## config.mk

```make
export PLATFORM = sky130hd
export DESIGN_NAME = thai_glyph_position_adjust_flat
export DESIGN_NICKNAME = d
export VERILOG_FILES = /design/src/sv/tgpa_pkg.sv /design/src/sv/tgpa_in_if.sv /design/src/sv/tgpa_out_if.sv /design/src/sv/tgpa_rules.sv /design/src/sv/tgpa_outbuf.sv /design/src/sv/thai_glyph_position_adjust.sv /design/src/flat_wrapper.sv
export SDC_FILE = /design/constraint.sdc
export NUM_CORES = 1
export LEC_CHECK = 0
export BUFFER_PORTS_ARGS = -buffer_cell sky130_fd_sc_hd__buf_4
export CAP_MARGIN = 20
export CORE_MARGIN = 5
export CORE_UTILIZATION = 30
export CTS_CLUSTER_DIAMETER = 100
export CTS_CLUSTER_SIZE = 30
export DETAILED_ROUTE_END_ITERATION = 6
export PLACE_DENSITY = 0.51
export SYNTH_ARGS = -nofsm -noshare
export SYNTH_HDL_FRONTEND = slang
export SYNTH_SLANG_ARGS = --single-unit
export TNS_END_PERCENT = 1
```

## constraint.sdc

```tcl
create_clock -name clk_i -period 2.8 [get_ports clk_i]
set_input_delay 0.28 -clock clk_i [delete_from_list [all_inputs] [get_ports clk_i]]
set_output_delay 0.28 -clock clk_i [all_outputs]
set_load 0.05 [all_outputs]
```

## src/sv/tgpa_pkg.sv

```systemverilog
// ----------------------------------------------------------------------------
// tgpa_pkg: Thai glyph position adjust, shared types and tables
// Glyph codes, shifted glyph tables for both font sets, and the result bundle
// passed from the rule logic to the output buffer.
// ----------------------------------------------------------------------------
package tgpa_pkg;

  localparam int unsigned MaxResults = 3;

  localparam logic [7:0] SaraAm      = 8'hd3;
  localparam logic [7:0] SaraAa      = 8'hd2;
  localparam logic [7:0] Nikhahit    = 8'hed;
  localparam logic [7:0] NikLeftWin  = 8'h99;
  localparam logic [7:0] NikLeftMac  = 8'h8f;
  localparam logic [7:0] ToneFirst   = 8'he8;
  localparam logic [7:0] ToneLast    = 8'hec;
  localparam logic [7:0] LowerFirst  = 8'hd8;
  localparam logic [7:0] LowerLast   = 8'hda;
  localparam logic [7:0] YoYing      = 8'had;
  localparam logic [7:0] DoChada     = 8'hae;
  localparam logic [7:0] ToPatak     = 8'haf;
  localparam logic [7:0] ThoThan     = 8'hb0;
  localparam logic [7:0] YoNoTail    = 8'h90;
  localparam logic [7:0] ThoNoTailWin = 8'h80;
  localparam logic [7:0] ThoNoTailMac = 8'h9f;

  typedef struct packed {
    logic [1:0]                 count;
    logic [MaxResults-1:0][7:0] bytes;
    logic [MaxResults-1:0]      lasts;
  } result_t;

  function automatic logic is_long_tail(input logic [7:0] c);
    return (c == 8'hbb) || (c == 8'hbd) || (c == 8'hbf) || (c == 8'hcc);
  endfunction

  // Upper vowel lookup: bit 3 flags a hit, bits 2:0 give the table index.
  function automatic logic [3:0] above_lookup(input logic [7:0] c);
    logic [3:0] r;
    unique case (c)
      8'hd1:   r = 4'h8;
      8'hd4:   r = 4'h9;
      8'hd5:   r = 4'ha;
      8'hd6:   r = 4'hb;
      8'hd7:   r = 4'hc;
      8'he7:   r = 4'hd;
      8'hed:   r = 4'he;
      default: r = 4'h0;
    endcase
    return r;
  endfunction

  function automatic logic [7:0] top_low(input logic [2:0] idx, input logic win);
    logic [7:0] r;
    unique case (idx)
      3'd0:    r = win ? 8'h8b : 8'h88;
      3'd1:    r = win ? 8'h8c : 8'h89;
      3'd2:    r = win ? 8'h8d : 8'h8a;
      3'd3:    r = win ? 8'h8e : 8'h8b;
      default: r = win ? 8'h8f : 8'h8c;
    endcase
    return r;
  endfunction

  function automatic logic [7:0] top_low_left(input logic [2:0] idx, input logic win);
    logic [7:0] r;
    unique case (idx)
      3'd0:    r = win ? 8'h86 : 8'h83;
      3'd1:    r = win ? 8'h87 : 8'h84;
      3'd2:    r = win ? 8'h88 : 8'h85;
      3'd3:    r = win ? 8'h89 : 8'h86;
      default: r = win ? 8'h8a : 8'h87;
    endcase
    return r;
  endfunction

  function automatic logic [7:0] top_left(input logic [2:0] idx, input logic win);
    logic [7:0] r;
    unique case (idx)
      3'd0:    r = win ? 8'h9b : 8'h98;
      3'd1:    r = win ? 8'h9c : 8'h99;
      3'd2:    r = win ? 8'h9d : 8'h9a;
      3'd3:    r = win ? 8'h9e : 8'h9b;
      default: r = win ? 8'h9f : 8'h9c;
    endcase
    return r;
  endfunction

  function automatic logic [7:0] above_left(input logic [2:0] idx, input logic win);
    logic [7:0] r;
    unique case (idx)
      3'd0:    r = win ? 8'h98 : 8'h92;
      3'd1:    r = win ? 8'h81 : 8'h94;
      3'd2:    r = win ? 8'h82 : 8'h95;
      3'd3:    r = win ? 8'h83 : 8'h96;
      3'd4:    r = win ? 8'h84 : 8'h97;
      3'd5:    r = win ? 8'h9a : 8'h93;
      default: r = win ? 8'h99 : 8'h8f;
    endcase
    return r;
  endfunction

  function automatic logic [7:0] below_low(input logic [1:0] idx);
    logic [7:0] r;
    unique case (idx)
      2'd0:    r = 8'hfc;
      2'd1:    r = 8'hfd;
      default: r = 8'hfe;
    endcase
    return r;
  endfunction

endpackage

```

## src/sv/tgpa_in_if.sv

```systemverilog
// ----------------------------------------------------------------------------
// tgpa_in_if: input character channel
// Valid/ready channel carrying one TIS-620 byte and its end-of-string flag.
// ----------------------------------------------------------------------------
interface tgpa_in_if;
  logic       valid;
  logic       ready;
  logic [7:0] ch;
  logic       last;

  modport source (output valid, output ch, output last, input ready);
  modport sink   (input valid, input ch, input last, output ready);
endinterface

```

## src/sv/tgpa_out_if.sv

```systemverilog
// ----------------------------------------------------------------------------
// tgpa_out_if: output glyph channel
// Valid/ready channel carrying one adjusted glyph byte and its end flag.
// ----------------------------------------------------------------------------
interface tgpa_out_if;
  logic       valid;
  logic       ready;
  logic [7:0] out_byte;
  logic       out_last;

  modport source (output valid, output out_byte, output out_last, input ready);
  modport sink   (input valid, input out_byte, input out_last, output ready);
endinterface

```

## src/sv/tgpa_rules.sv

```systemverilog
// ----------------------------------------------------------------------------
// tgpa_rules: context state and glyph rewrite rules
// Holds the two previous characters and the held-back byte, and maps one
// character to up to three output bytes in a single step.
// ----------------------------------------------------------------------------
module tgpa_rules (
  input  logic             clk_i,
  input  logic             rst_ni,
  input  logic             step_i,
  input  logic [7:0]       ch_i,
  input  logic             last_i,
  input  logic             win_i,
  output tgpa_pkg::result_t result_o
);

  logic [7:0] prev_q, prev_d;
  logic [7:0] prev2_q, prev2_d;
  logic [1:0] pos_q, pos_d;
  logic [7:0] held_q, held_d;
  logic       held_vld_q, held_vld_d;

  logic       has1, has2;
  logic [7:0] nik_left;
  logic       ch_tone, p_tone, p_lower;
  logic [3:0] ch_above, p_above;
  logic [7:0] cur0, held_eff, final_byte;
  logic       two;
  logic [1:0] slot;

  always_comb begin
    has1     = (pos_q != 2'd0);
    has2     = pos_q[1];
    nik_left = win_i ? tgpa_pkg::NikLeftWin : tgpa_pkg::NikLeftMac;
    ch_tone  = (ch_i >= tgpa_pkg::ToneFirst) && (ch_i <= tgpa_pkg::ToneLast);
    p_tone   = (prev_q >= tgpa_pkg::ToneFirst) && (prev_q <= tgpa_pkg::ToneLast);
    p_lower  = (prev_q >= tgpa_pkg::LowerFirst) && (prev_q <= tgpa_pkg::LowerLast);
    ch_above = tgpa_pkg::above_lookup(ch_i);
    p_above  = tgpa_pkg::above_lookup(prev_q);

    cur0     = ch_i;
    held_eff = held_q;
    two      = 1'b0;

    if (ch_i == tgpa_pkg::SaraAm) begin
      two = 1'b1;
      if (!has1) begin
        cur0 = tgpa_pkg::Nikhahit;
      end else if (tgpa_pkg::is_long_tail(prev_q)) begin
        cur0 = nik_left;
      end else if (p_tone) begin
        // Tone over Sara Am: move nikhahit into the held slot
        if (has2) begin
          if (tgpa_pkg::is_long_tail(prev2_q)) begin
            cur0     = tgpa_pkg::top_left(prev_q[2:0], win_i);
            held_eff = nik_left;
          end else begin
            cur0     = prev_q;
            held_eff = tgpa_pkg::Nikhahit;
          end
        end
      end else begin
        cur0 = tgpa_pkg::Nikhahit;
      end
    end else if (ch_tone) begin
      if (has1) begin
        if (tgpa_pkg::is_long_tail(prev_q)) begin
          cur0 = tgpa_pkg::top_low_left(ch_i[2:0], win_i);
        end else if (p_above[3]) begin
          if (has2 && tgpa_pkg::is_long_tail(prev2_q)) begin
            cur0 = tgpa_pkg::top_left(ch_i[2:0], win_i);
          end
        end else if (p_lower) begin
          if (has2) begin
            cur0 = tgpa_pkg::is_long_tail(prev2_q) ?
                   tgpa_pkg::top_low_left(ch_i[2:0], win_i) :
                   tgpa_pkg::top_low(ch_i[2:0], win_i);
          end
        end else begin
          cur0 = tgpa_pkg::top_low(ch_i[2:0], win_i);
        end
      end
    end else if (ch_above[3]) begin
      if (has1 && tgpa_pkg::is_long_tail(prev_q)) begin
        cur0 = tgpa_pkg::above_left(ch_above[2:0], win_i);
      end
    end else if ((ch_i >= tgpa_pkg::LowerFirst) && (ch_i <= tgpa_pkg::LowerLast)) begin
      if (has1) begin
        priority if (prev_q == tgpa_pkg::YoYing) begin
          held_eff = tgpa_pkg::YoNoTail;
        end else if ((prev_q == tgpa_pkg::DoChada) || (prev_q == tgpa_pkg::ToPatak)) begin
          cur0 = tgpa_pkg::below_low(ch_i[1:0]);
        end else if (prev_q == tgpa_pkg::ThoThan) begin
          held_eff = win_i ? tgpa_pkg::ThoNoTailWin : tgpa_pkg::ThoNoTailMac;
        end else begin
          cur0 = ch_i;
        end
      end
    end

    final_byte = two ? tgpa_pkg::SaraAa : cur0;

    // Pack results in emit order: held byte, first of a pair, closing byte
    result_o = '0;
    slot     = 2'd0;
    if (held_vld_q) begin
      result_o.bytes[slot] = held_eff;
      slot                 = slot + 2'd1;
    end
    if (two) begin
      result_o.bytes[slot] = cur0;
      slot                 = slot + 2'd1;
    end
    if (last_i) begin
      result_o.bytes[slot] = final_byte;
      result_o.lasts[slot] = 1'b1;
      slot                 = slot + 2'd1;
    end
    result_o.count = slot;

    if (last_i) begin
      prev_d     = '0;
      prev2_d    = '0;
      pos_d      = '0;
      held_d     = '0;
      held_vld_d = 1'b0;
    end else begin
      prev_d     = ch_i;
      prev2_d    = prev_q;
      pos_d      = (pos_q == 2'd3) ? pos_q : pos_q + 2'd1;
      held_d     = final_byte;
      held_vld_d = 1'b1;
    end
  end

  always_ff @(posedge clk_i or negedge rst_ni) begin
    if (!rst_ni) begin
      prev_q     <= '0;
      prev2_q    <= '0;
      pos_q      <= '0;
      held_q     <= '0;
      held_vld_q <= 1'b0;
    end else if (step_i) begin
      prev_q     <= prev_d;
      prev2_q    <= prev2_d;
      pos_q      <= pos_d;
      held_q     <= held_d;
      held_vld_q <= held_vld_d;
    end
  end

endmodule

```

## src/sv/tgpa_outbuf.sv

```systemverilog
// ----------------------------------------------------------------------------
// tgpa_outbuf: result buffer
// Takes up to three result bytes at once and drains them one per cycle while out_o is ready.
// ----------------------------------------------------------------------------
module tgpa_outbuf (
  input  logic              clk_i,
  input  logic              rst_ni,
  input  logic              load_i,
  input  tgpa_pkg::result_t result_i,
  output logic              can_load_o,
  tgpa_out_if.source        out_o
);

  logic [tgpa_pkg::MaxResults-1:0][7:0] byte_q;
  logic [tgpa_pkg::MaxResults-1:0]      last_q;
  logic [1:0]                           cnt_q;
  logic                                 pop;

  assign out_o.valid    = (cnt_q != 2'd0);
  assign out_o.out_byte = byte_q[0];
  assign out_o.out_last = last_q[0];
  assign pop            = out_o.valid && out_o.ready;
  // Room for a new batch when empty, or when the head is the only entry and it leaves now
  assign can_load_o     = (cnt_q == 2'd0) || ((cnt_q == 2'd1) && pop);

  always_ff @(posedge clk_i or negedge rst_ni) begin
    if (!rst_ni) begin
      cnt_q <= '0;
    end else if (load_i) begin
      cnt_q <= result_i.count;
    end else if (pop) begin
      cnt_q <= cnt_q - 2'd1;
    end
  end

  always_ff @(posedge clk_i) begin
    if (load_i) begin
      byte_q <= result_i.bytes;
      last_q <= result_i.lasts;
    end else if (pop) begin
      byte_q <= {8'h00, byte_q[tgpa_pkg::MaxResults-1:1]};
      last_q <= {1'b0, last_q[tgpa_pkg::MaxResults-1:1]};
    end
  end

endmodule

```

## src/sv/thai_glyph_position_adjust.sv

```systemverilog
// ----------------------------------------------------------------------------
// thai_glyph_position_adjust: TIS-620 to shifted Thai font glyphs
// Rewrites tone marks, upper and lower vowels and some consonants of a Thai
// byte stream into shifted glyph codes of a Windows or Macintosh font.
// ----------------------------------------------------------------------------
//
//   channel    dir  handshake      payload
//   in_i       in   valid/ready    ch[7:0], last
//   out_o      out  valid/ready    out_byte[7:0], out_last
//   glyph_set  in   write enable   glyph_set_i (1 Windows, 0 Macintosh)
//
// An accepted character waits in the input register until the buffer has
// room, then the rule logic turns it into zero to three bytes that load the
// result buffer. The buffer drains one byte per cycle while out_o is ready and
// refills as its last byte leaves; Sara Am and end of string add bytes.
// Reset clears the context, the held byte and all valid flags; glyph set
// resets to Macintosh. A stalled output holds the buffer, which backs up the
// input register and drops in_i.ready.
// ----------------------------------------------------------------------------
module thai_glyph_position_adjust (
  input  logic        clk_i,
  input  logic        rst_ni,
  input  logic        glyph_set_we_i,
  input  logic        glyph_set_i,
  tgpa_in_if.sink     in_i,
  tgpa_out_if.source  out_o
);

  logic              glyph_set_q;
  logic              inq_vld_q, inq_vld_d;
  logic [7:0]        inq_ch_q;
  logic              inq_last_q;
  logic              can_load;
  logic              advance;
  logic              accept;
  tgpa_pkg::result_t result;

  // Glyph set register, to be written only while the stream is idle; the user is bound, the block does not enforce it
  always_ff @(posedge clk_i or negedge rst_ni) begin
    if (!rst_ni) begin
      glyph_set_q <= 1'b0;
    end else if (glyph_set_we_i) begin
      glyph_set_q <= glyph_set_i;
    end
  end

  // Advance the input register into the rules when the buffer has room
  assign advance    = inq_vld_q && can_load;
  assign in_i.ready = !inq_vld_q || can_load;
  assign accept     = in_i.valid && in_i.ready;

  always_comb begin
    inq_vld_d = inq_vld_q;
    if (accept) begin
      inq_vld_d = 1'b1;
    end else if (advance) begin
      inq_vld_d = 1'b0;
    end
  end

  always_ff @(posedge clk_i or negedge rst_ni) begin
    if (!rst_ni) begin
      inq_vld_q <= 1'b0;
    end else begin
      inq_vld_q <= inq_vld_d;
    end
  end

  // Capture the transaction payload
  always_ff @(posedge clk_i) begin
    if (accept) begin
      inq_ch_q   <= in_i.ch;
      inq_last_q <= in_i.last;
    end
  end

  tgpa_rules u_rules (
    .clk_i    (clk_i),
    .rst_ni   (rst_ni),
    .step_i   (advance),
    .ch_i     (inq_ch_q),
    .last_i   (inq_last_q),
    .win_i    (glyph_set_q),
    .result_o (result)
  );

  tgpa_outbuf u_outbuf (
    .clk_i      (clk_i),
    .rst_ni     (rst_ni),
    .load_i     (advance),
    .result_i   (result),
    .can_load_o (can_load),
    .out_o      (out_o)
  );

endmodule
```

## src/flat_wrapper.sv

```systemverilog
// flat-port wrapper written by rule: the top's interface ports become plain ports
module thai_glyph_position_adjust_flat 
  (clk_i, rst_ni, glyph_set_we_i, glyph_set_i, in_i_valid, in_i_ch, in_i_last, in_i_ready, out_o_valid, out_o_out_byte, out_o_out_last, out_o_ready);
  tgpa_in_if in_i_i ();
  tgpa_out_if out_o_i ();
  input  logic clk_i;
  input  logic rst_ni;
  input  logic glyph_set_we_i;
  input  logic glyph_set_i;
  input wire logic [$bits(in_i_i.valid)-1:0] in_i_valid;
  input wire logic [$bits(in_i_i.ch)-1:0] in_i_ch;
  input wire logic [$bits(in_i_i.last)-1:0] in_i_last;
  output wire logic [$bits(in_i_i.ready)-1:0] in_i_ready;
  output wire logic [$bits(out_o_i.valid)-1:0] out_o_valid;
  output wire logic [$bits(out_o_i.out_byte)-1:0] out_o_out_byte;
  output wire logic [$bits(out_o_i.out_last)-1:0] out_o_out_last;
  input wire logic [$bits(out_o_i.ready)-1:0] out_o_ready;
  assign in_i_i.valid = in_i_valid;
  assign in_i_i.ch = in_i_ch;
  assign in_i_i.last = in_i_last;
  assign in_i_ready = in_i_i.ready;
  assign out_o_valid = out_o_i.valid;
  assign out_o_out_byte = out_o_i.out_byte;
  assign out_o_out_last = out_o_i.out_last;
  assign out_o_i.ready = out_o_ready;
  thai_glyph_position_adjust u_core (.clk_i(clk_i), .rst_ni(rst_ni), .glyph_set_we_i(glyph_set_we_i), .glyph_set_i(glyph_set_i), .in_i(in_i_i), .out_o(out_o_i));
endmodule
```

* Word-level counts from Yosys, hierarchy flattened
Cells that the tools add are included.
** Word-level totals
- Register bits after elaboration :: 67
** Cells by class
- $add $sub $neg :: 4
- Magnitude comparators :: 12
- Equal/unequal tests :: 42
- Multiplexer cells :: 94
- Reductions and logical operators :: 32
** Operators with widths (number)
- $mux 8 :: 39
- $eq 8x8->1 const B :: 27
- $mux 24 :: 3
- $pmux 4 s7 :: 2
- $bwmux 24 :: 2
- $pmux 3 s4 :: 3
- $demux 8 s2 :: 2
- $ge 8x8->1 const B :: 4
- $le 8x8->1 const B :: 4
- $mux 5 :: 6
- $pmux 5 s6 :: 1
- $mux 27 :: 1
- $mux 3 :: 9
- $mux 2 :: 11
- $mux 4 :: 5
- $eq 3x2->1 const B :: 6
- $pmux 4 s4 :: 1
- $logic_and 1x1->1 :: 12
- $eq 3x1->1 const B :: 3
- $logic_not 3->1 :: 3
- $logic_or 1x1->1 :: 9
- $reduce_bool 2->1 :: 4
- $mux 7 :: 1
- $add 2x1->2 const B :: 3
- 13 further kinds :: 23

* Logic depth before layout (Yosys ltp)
- Depth in word-level cells :: 17
- Depth in mapped cells :: 12
- Gate-level depth less buffers :: 9

* Hierarchy
From an unflattened synthesis, not the netlist that was laid out.
** Unflattened totals
- Cells, all modules :: 492
- Area, all modules :: 4664.5 sq um
** By module, submodules not included
- tgpa_rules :: instances 1, cells an instance 393, area an instance 2994.1 sq um
- tgpa_outbuf :: instances 1, cells an instance 83, area an instance 1300.0 sq um
- thai_glyph_position_adjust :: instances 1, cells an instance 16, area an instance 370.4 sq um

* Least setup slack after synthesis
No wires, ideal clock.
- Path type :: register to register
- Start point :: register u_core.inq_ch_q[5]
- End point :: register u_core.u_outbuf.byte_q (netlist bit u_core.u_outbuf.out_o.out_byte[7]) (data pin)
- Library setup time :: 0.269 ns
- Data arrival time :: 2.564 ns
- Data required time :: 2.531 ns
- Path slack :: -0.033 ns
- Cell stages (with the launch flop) :: 11
- Period minus slack after synthesis :: 2.833 ns
- Cell sequence :: edfxtp_1 -> nand4b_1 -> or4_1 -> clkbuf_1 -> clkbuf_1 -> ha_1 -> and2_1 -> clkbuf_1 -> or3_1 -> o21ai_0 -> o21ai_0
** On the way
- Cells in the longest elaborated chain, start to end :: 12
- Elaborated cells on any way between the ends :: 37
- Those cells by class :: order compare (6); eq/ne (8); mux (20); reduce/logical (3)
** Ends and longest elaborated chain
- start: declaration :: RTL line thai_glyph_position_adjust.sv:31 : logic [7:0] inq_ch_q;
- start signal: assignment :: RTL line thai_glyph_position_adjust.sv:72 : inq_ch_q <= in_i.ch;
- $ge 8x8->1 / $le 8x8->1 (equally long branches) :: RTL line tgpa_rules.sv:86 : end else if ((ch_i >= tgpa_pkg::LowerFirst) && (ch_i <= tgpa_pkg::LowerLast)) begin
- $logic_and 1x1->1 :: RTL line tgpa_rules.sv:86
- $mux 8 :: RTL line tgpa_rules.sv:86
- $mux 8 :: RTL line tgpa_rules.sv:82 : end else if (ch_above[3]) begin
- $mux 8 :: RTL line tgpa_rules.sv:64 : end else if (ch_tone) begin
- $mux 8 :: RTL line tgpa_rules.sv:44 : if (ch_i == tgpa_pkg::SaraAm) begin
- $mux 8 :: RTL line tgpa_rules.sv:105 : if (held_vld_q) begin
- $bwmux 24 :: RTL line tgpa_rules.sv:110 : result_o.bytes[slot] = cur0;
- $mux 24 :: RTL line tgpa_rules.sv:109 : if (two) begin
- $bwmux 24 :: RTL line tgpa_rules.sv:114 : result_o.bytes[slot] = final_byte;
- $mux 27 * :: RTL line tgpa_rules.sv:113 : if (last_i) begin
- $mux 24 * :: RTL line tgpa_outbuf.sv:37 : if (load_i) begin
- end signal: assignment :: RTL line tgpa_outbuf.sv:38 : byte_q <= result_i.bytes;
- end signal: assignment :: RTL line tgpa_outbuf.sv:41 : byte_q <= {8'h00, byte_q[tgpa_pkg::MaxResults-1:1]};
- end: declaration :: RTL line tgpa_outbuf.sv:14 : logic [tgpa_pkg::MaxResults-1:0][7:0] byte_q;
Mark *: on every way between the ends. The rest lies on a longest branch, timed or not.
A chain may end at the register's enable or synchronous reset.

* Final worst setup path
- Start point :: register u_core.u_rules.prev2_q[0]
- End point :: register u_core.u_outbuf.byte_q (netlist bit u_core.u_outbuf.out_o.out_byte[0]) (data pin)
** On the way
- Cells in the longest elaborated chain, start to end :: 17
- Elaborated cells on any way between the ends :: 35
- Those cells by class :: eq/ne (4); mux (27); reduce/logical (4)
** Ends and longest elaborated chain
- start: declaration :: RTL line tgpa_rules.sv:17 : logic [7:0] prev2_q, prev2_d;
- start signal: assignment :: RTL line tgpa_rules.sv:144 : prev2_q <= prev2_d;
- $eq 8x8->1 :: RTL line tgpa_pkg.sv:34 : return (c == 8'hbb) || (c == 8'hbd) || (c == 8'hbf) || (c == 8'hcc);
- $logic_or 1x1->1 (2 in series) :: RTL line tgpa_pkg.sv:34
- $logic_or 1x1->1 * :: RTL line tgpa_pkg.sv:34
- $mux 8 :: RTL line tgpa_rules.sv:74 : cur0 = tgpa_pkg::is_long_tail(prev2_q) ?
- $mux 8 :: RTL line tgpa_rules.sv:73 : if (has2) begin
- $mux 8 :: RTL line tgpa_rules.sv:72 : end else if (p_lower) begin
- $mux 8 :: RTL line tgpa_rules.sv:68 : end else if (p_above[3]) begin
- $mux 8 :: RTL line tgpa_rules.sv:66 : if (tgpa_pkg::is_long_tail(prev_q)) begin
- $mux 8 :: RTL line tgpa_rules.sv:65 : if (has1) begin
- $mux 8 :: RTL line tgpa_rules.sv:64
- $mux 8 :: RTL line tgpa_rules.sv:44
- $bwmux 24 :: RTL line tgpa_rules.sv:110
- $mux 24 :: RTL line tgpa_rules.sv:109
- $bwmux 24 :: RTL line tgpa_rules.sv:114
- $mux 27 * :: RTL line tgpa_rules.sv:113
- $mux 24 * :: RTL line tgpa_outbuf.sv:37
Marked as above.

==> results.json <==
{
  "crit_required_ns": 2.90,
  "endpoint_kind": "register",
  "synth_async_sr_flop_share": 0.463,
  "top_layer": "met4",
  "cts_tree": "built",
  "htreeDepth": 3,
  "synth_cell_type_count": 81,
  "drive_above_1_share": 0.261,
  "period_needed_ns": 2.73,
  "hold_depth": 1,
  "syn_inst": 542,
  "routed_wl_um": 15800,
  "grt_pass1_wl_um": 24900,
  "wl_met2_um": 7210,
  "ff2ff_path_depth": 8,
  "final_cell_mix": "109 x buf_4, 76 x nand2_1, 39 x nor2_1, 37 x o21ai_0, 36 x edfxtp_1",
  "synth_top_area_frac": 0.229,
  "holdWs_ns": 0.108,
  "hold_end": "u_core.inq_ch_q[0]",
  "path_delay_family": "simple AND/OR/NAND/NOR gates",
  "max-clock-path-buffers": 2,
  "crit_slowest_cell": "or4b_4",
  "finalSetupTns_ns": 0,
  "ys_ff_latch": 67,
  "worst_skew_pair.late_latency_ns": 0.35,
  "antenna_found_initial": 0,
  "dr.pass1.iters": 5,
  "critPathBufInv": 1,
  "yosysTopAreaCell": "edfxtp_1",
  "fin_cells": 831,
  "grt_pass1_vias": 4339,
  "status": "completed",
  "avgSynthCellArea_um2": 8.70,
  "detail_route.iter0.violations": 523,
  "synth_area_leaders": "edfxtp_1 23%, dfrtp_1 16%, nand2_1 6.1%",
  "r2r_end": "u_core.u_outbuf.out_o.out_byte[0]",
  "synth.area.mux_share": 0.0146,
  "maxCapViolCount": 0,
  "clk_pin_slew_ns": 0.06,
  "synth-edff-count": 36,
  "post-dp-hpwl_um": 11900,
  "min_from": "in_i_ch[0]",
  "cts_made_buffers": 9,
  "die_y_um": 135,
  "antenna_left": 0,
  "area_growth_pct": 27.3,
  "p_leak_nw": 2.42,
  "synth_compound_area_frac": 0.246,
  "core.rowCount": 45,
  "r2r_slack_ns": 0.07,
  "tightest_slew_ns": 0.690,
  "gp_congestion": 0.955,
  "die-area_um2": 18300,
  "syn_nets": 564,
  "cts.sinks": 67,
  "rsz0062_at_grt": "yes",
  "n_fill_cell": 1631,
  "final_common_cell": "buf_4",
  "critPathMaxStageDelay_ns": 0.57,
  "critPathMaxFanout": 3,
  "grt_max_degree": 32,
  "slew_headroom": 0.540,
  "diodes": 0,
  "dp.cells": 811,
  "clock_skew_ns": 0.00827,
  "yosysWarnings": 0,
  "syn-cell-area_um2": 4710,
  "dr_wl_met3_um": 1270,
  "path_class": "register to register",
  "die_x_um": 135,
  "synth_top_family_by_area": "simple AND/OR/NAND/NOR gates",
  "vias_per_cell": 5.47,
  "drc": 0,
  "finalHoldViolCount": 0,
  "period_share": 0.974,
  "start_kind": "register",
  "final_core_util": 0.392,
  "crit_chain": "or4b_4 -> buf_6 -> o211ai_1 -> a21oi_1 -> mux2_4 -> or4_4 -> a311oi_2 -> o31ai_1",
  "io_pins": 26,
  "setup_viol": 0,
  "grt_overflow": 0,
  "io_buffers": 25,
  "synth_fa_ha_area_frac": 0.0186,
  "wl_per_cell_um": 19.0,
  "synth-simple-area-share": 0.249,
  "yosysSeqAreaShare": 0.394,
  "power_density_nw_per_um2": 1010,
  "start_util": 0.308,
  "ys.flop_type": "edfxtp_1",
  "hold_path_class": "input port to register",
  "synth_xor_area_frac": 0.0111,
  "ir_worst_vdd_mv": 0.848,
  "max_freq_mhz": 367,
  "coreArea_um2": 15300,
  "slew_viol_final": 0,
  "layout.nets": 637,
  "grt_usage": 0.177,
  "vias": 4547,
  "crit_arrival_ns": 2.82,
  "reg2reg_from": "u_core.u_rules.prev2_q[0]",
  "met1_length_um": 7010,
  "clockRootBuffer": "clkbuf_16"
}
sequential cells by signal (all words and copies together), names as in the netlist, 2 cells and up:
register and count:
u_core.inq_ch_q 8, u_core.u_outbuf.byte_q 16, u_core.u_outbuf.cnt_q 2, u_core.u_outbuf.last_q 3, u_core.u_outbuf.out_o.out_byte 8, u_core.u_rules.held_q 8
u_core.u_rules.pos_q 2, u_core.u_rules.prev2_q 8, u_core.u_rules.prev_q 8
worst max path at each step:
stage | start | cells past startpoint | endpoint
floorplan | u_core.inq_ch_q[5] | 10 | u_core.u_outbuf.out_o.out_byte[7]
global placement | u_core.u_rules.prev2_q[0] | 9 | u_core.u_outbuf.byte_q[10]
detailed placement | u_core.u_rules.prev2_q[0] | 9 | u_core.u_outbuf.byte_q[12]
CTS | u_core.u_rules.prev2_q[0] | 9 | u_core.u_outbuf.byte_q[10]
global route | u_core.u_rules.prev2_q[0] | 8 | u_core.u_outbuf.out_o.out_byte[0]
finish | u_core.u_rules.prev2_q[0] | 8 | u_core.u_outbuf.out_o.out_byte[0]
kinds of logic (layout without fill, tap and decap cells):
logic type	Yosys count	after routing
adders and majority gates	7	7
and+or+nand+nor	222	222
buffers and inverters	69	147
muxes	6	6
xor gates and xnor gates	6	6
AOI/OAI and AO/OA	165	165
DFF	67	67
per-stage QoR:
stage | worst slack, ns | power, mW | instance area (um^2)
finish | 0.0724 | 6.05 | 6000
global route | -0.00335 | 6.45 | 6000
CTS | 0.000555 | 6.01 | 5900
detailed placement | 0.0298 | 4.73 | 5570
global placement | -0.00228 | 4.69 | 5570
floorplan | 0.00834 | 3.76 | 4720
synthesized netlist by cell type, drive strengths merged (9+ instances only):
master,n
nand2,76
nor2,42
o21ai,42
edfxtp,36
dfrtp,31
buf,29
a21oi,22
clkbuf,22
nand3,18
inv,17
nand2b,11
nand3b,11
nor3,11
o31ai,9
metal layers:
layer,up-vias,track usage
met2,179,0.262
met5,-,0
met3,24,0.0453
met1,2185,0.249
li1,2159,-
met4,0,0.0638
layout make-up:
| type | instances | area, um^2 | share of cell area |
|---|---|---|---|
| multi-input combinational | 406 | 2620 | 0.436 |
| sequential | 67 | 1860 | 0.310 |
| timing repair buffer | 113 | 865 | 0.144 |
| tap | 211 | 264 | 0.0440 |
| clock buffer | 11 | 253 | 0.0421 |
| clock inverter | 5 | 75.1 | 0.0125 |
| inverter | 18 | 67.6 | 0.0113 |
repair_timing:
item,4_1_cts,5_1_grt
hold buffers,1,0
endpoints found under the setup margin,0,15
resized for setup,0,20
hold endpoints to repair,31,0
buffers inserted,0,3
power by group:
| group | switching [mW] | internal (mW) | leakage (nW) | total (mW) |
|---|---|---|---|---|
| combinational | 1.88 | 1.09 | 1.50 | 2.97 |
| sequential | 0.267 | 1.56 | 0.756 | 1.83 |
| clock | 0.430 | 0.823 | 0.165 | 1.25 |
Power figures use the tool's default switching activity.
